==> src/rtl/bhm_pkg.sv <==
// Package for the bucketed hash map: field widths, request and status codes,
// controller state type and the command/status structs between controller and datapath.
// No dependencies.
package bhm_pkg;

    localparam int KEY_W     = 16;
    localparam int VAL_W     = 18;
    localparam int ST_W      = 2;
    localparam int S_TDATA_W = 40;
    localparam int M_TDATA_W = 24;
    localparam int M_TUSER_W = 3;

    localparam logic REQ_LOOKUP = 1'b0;
    localparam logic REQ_SET    = 1'b1;

    localparam logic [ST_W-1:0] ST_OK       = 2'd0;
    localparam logic [ST_W-1:0] ST_FULL     = 2'd1;
    localparam logic [ST_W-1:0] ST_KEY_ZERO = 2'd2;

    typedef enum logic [5:0] {
        S_CLEAR = 6'b000001,
        S_IDLE  = 6'b000010,
        S_DIV1  = 6'b000100,
        S_DIV2  = 6'b001000,
        S_READ  = 6'b010000,
        S_EVAL  = 6'b100000
    } bhm_state_t;

    typedef struct packed {
        logic clr_en;
        logic load;
        logic div1;
        logic div2;
        logic rd;
        logic commit;
    } bhm_cmd_t;

    typedef struct packed {
        logic clr_last;
        logic out_busy;
    } bhm_stat_t;

endpackage

==> src/rtl/bhm_ctrl.sv <==
// Controller state machine for the bucketed hash map.
// Depends on bhm_pkg.
module bhm_ctrl (
    input  logic              aclk,
    input  logic              aresetn,
    input  logic              s_tvalid,
    output logic              s_tready,
    input  bhm_pkg::bhm_stat_t stat,
    output bhm_pkg::bhm_cmd_t  cmd
);
    import bhm_pkg::*;

    bhm_state_t state_reg, state_next;

    always_comb begin
        state_next = state_reg;
        cmd        = '0;
        s_tready   = 1'b0;
        unique case (state_reg)
            S_CLEAR: begin
                cmd.clr_en = 1'b1;
                if (stat.clr_last) begin
                    state_next = S_IDLE;
                end
            end
            S_IDLE: begin
                s_tready = 1'b1;
                if (s_tvalid) begin
                    cmd.load   = 1'b1;
                    state_next = S_DIV1;
                end
            end
            S_DIV1: begin
                cmd.div1   = 1'b1;
                state_next = S_DIV2;
            end
            S_DIV2: begin
                cmd.div2   = 1'b1;
                state_next = S_READ;
            end
            S_READ: begin
                cmd.rd     = 1'b1;
                state_next = S_EVAL;
            end
            S_EVAL: begin
                if (!stat.out_busy) begin
                    cmd.commit = 1'b1;
                    state_next = S_IDLE;
                end
            end
            default: state_next = S_CLEAR;
        endcase
    end

    always_ff @(posedge aclk) begin
        if (!aresetn) begin
            state_reg <= S_CLEAR;
        end else begin
            state_reg <= state_next;
        end
    end

endmodule

==> config.mk <==
export PLATFORM = sky130hd
export DESIGN_NAME = bhm_ctrl
export DESIGN_NICKNAME = d
export VERILOG_FILES = /design/src/rtl/bhm_pkg.sv /design/src/rtl/bhm_ctrl.sv
export SDC_FILE = /design/constraint.sdc
export NUM_CORES = 1
export LEC_CHECK = 0
export BUFFER_PORTS_ARGS = -buffer_cell sky130_fd_sc_hd__buf_4
export CAP_MARGIN = 20
export CORE_AREA = 4 4 41 43
export CTS_CLUSTER_DIAMETER = 60
export DETAILED_ROUTE_END_ITERATION = 8
export DIE_AREA = 0 0 45 47
export SLEW_MARGIN = 20
export SYNTH_ARGS = -nofsm -noshare
export SYNTH_HDL_FRONTEND = slang
export SYNTH_SLANG_ARGS = --single-unit
export TNS_END_PERCENT = 100
==> constraint.sdc <==
create_clock -name aclk -period 2.4 [get_ports aclk]
set_input_delay 0.6 -clock aclk [delete_from_list [all_inputs] [get_ports aclk]]
set_output_delay 0.6 -clock aclk [all_outputs]
set_load 0.005 [all_outputs]
==> metrics <==
CTS tree=done; PortBufs=11; worst-path fanout max=5; Reg2Reg Setup Slack=740 ps; critical path startpoint category=flip-flop; Routed WL per cell=12.00 um; setup TNS=0 ps; DRT iter0 DRCs=8; Residual DRC=0; core box area=1301 um2; Die Ht=47 um; setup bufs post-CTS=0; vias per cell=4.924; switching share of power=0.2732; FMAX=437.7 MHz; min Tclk post-route=2285 ps; Worst Reg-to-Reg Cells=3; die width=45 um; Final Cell Area=485.5 um2; Setup Viol. Count Final=0; ANT nets after route=0; Req. time, crit path=1800 ps; DR vias=325; fin nets=58; Final Max Tran Viols=0; Final Total Pwr=0.0002923 W; Syn. warnings=0; max cap viols=0; H-tree depth=1; antenna diode count=0; Worst EP arrival=1680 ps; cell internal pwr=0.0002124 W; Combinational Power Share=0.278; Primary FF master, synth=dfxtp_1; CTS sink count=6; outcome=completed; number of synthesized flops with an enable pin=0; CP Capture Type=output pin; site row count=13; synthesis-to-layout area growth=37.10%; pin count of the biggest net entering global routing=8; worst reg2reg endpoint=state_reg[5]; RePlAce Congestion=0.7719; Pre-Repair DR Iteration Count=4; flops & latches, synth=6; post-synth top area share=0.3392; fraction of registers with async set/reset=0; P_sw=0.00007984 W; dominant cells by area after synthesis=dfxtp_1 (34%), and2b_2 (4.9%), o41ai_2 (4.6%); post-synthesis net count=41; Root Buffer=clkbuf_4; total wire length=792 um; synth unique cells=24; Largest register FFs=6; clock skew=3.520 ps; period utilization=0.9520; Mapped Cells=36; TritonCTS Buffers=3; global-route wire length before repair=1317 um; cts hold-fix bufs=0; fraction of layout cells with a size suffix above 1=0.4706; top cell type by total area after synthesis=dfxtp_1; Worst setup endpoint=cmd[5]; initial antenna violation count=0; # IOs=12; DPL Wire Length=616.8 um; Power Density=602.1 nW/um2; GRT overflow=0; Clock Path Buffers=2; Max IR drop VDD=0.2302 mV; Avg Inst Size Synth=9.836 um2; Worst Setup SP=state_reg[4]; clock power share=0.326; clk slew on worst S/H paths=50 ps; Hold Path Class=in2reg; Crit Path Class=reg2out; post-route setup slack=115.2 ps; dpl ws=379.5 ps; Rel. slew slack=0.6707; die area=2115 um2; Total GRT Usage=0.09098; Core Util, Final=0.3731; sequential fraction of the synthesis area=0.3392; post_cts resized=0; most common cell in the netlist=dfxtp_1; placed inst area=462.9 um2; Post-Syn Area=354.1 um2; Final Hold Fails=0; Critical R2R Launch=state_reg[4]; Initial Util=0.2721; Lkg Pwr=0.2164 nW; slew of the pin with the lowest slew margin=489.4 ps; sequential share of power=0.396; number of global-route vias before repair=315; RSZ-0062 raised after global routing=false; worst-skew pair later-pin latency=250 ps
[per-layer routing]
metal	vias to the layer above	GRT usage	wire length [um]
li1	170	-	-
met2	11	0.1271	314
met3	3	0.03065	58
met5	-	0	0
met1	141	0.1142	392
met4	0	0.07018	27
[layout by cell type (no fill, tap or decap), types with 2 or more instances in the layout]
| cell type | count |
|---|---|
| nor3b_1 | 2 |
| nor2_1 | 2 |
| buf_4 | 12 |
| nor4_1 | 2 |
| clkbuf_4 | 3 |
| and3_1 | 2 |
| dfxtp_1 | 6 |
| o211ai_1 | 2 |
| and2_1 | 2 |
| and2b_2 | 2 |
[how the worst min path moves through the flow]
stage                 start      endpoint  slack [ps]  cells after the start
2_1_floorplan  state_reg[0]  state_reg[4]         640                      2
3_3_place_gp   state_reg[0]  state_reg[0]         690                      2
3_5_place_dp   state_reg[0]  state_reg[0]         690                      2
4_1_cts             aresetn  state_reg[4]         620                      2
5_1_grt             aresetn  state_reg[4]         630                      2
6_report            aresetn  state_reg[4]         620                      2
[power by group through the flow]
stage,Clock [W],Combinational (W),Sequential [W]
after floorplan,0,0.0000530,0.000115
after global placement,0,0.0000825,0.000117
after detailed placement,0,0.0000818,0.000117
after CTS,0.0000985,0.0000822,0.000116
after global routing,0.000104,0.0000910,0.000117
final,0.0000952,0.0000814,0.000116
[per-stage QoR]
step | instances | hold slack, ps
after floorplan | 36 | 641.7
after global placement | 63 | 689.2
after detailed placement | 63 | 688.3
after CTS | 66 | 615.5
after global routing | 66 | 626.5
final | 66 | 615.9
[final cells by class]
class,count,area (um2)
Timing Repair Buffer,12,90.09
Inverter,1,3.754
Fill cell,140,815.8
Tap cell,15,18.77
Clock buffer,3,22.52
Sequential cell,6,120.1
Multi-Input combinational cell,29,230.2
[cell families after synthesis]
family,Yosys count,synth area share
xor+xnor,1,0.02474
simple gates,21,0.4134
compound gates,7,0.2120
buf+inv,1,0.01059
flops,6,0.3392
[critical path, cell delays in order (launching register included)]
cell and delay [ps]:
dfxtp_1 330, or4b_4 570, or3_1 360, inv_1 70, buf_4 100
Power figures use the tool's default switching activity.
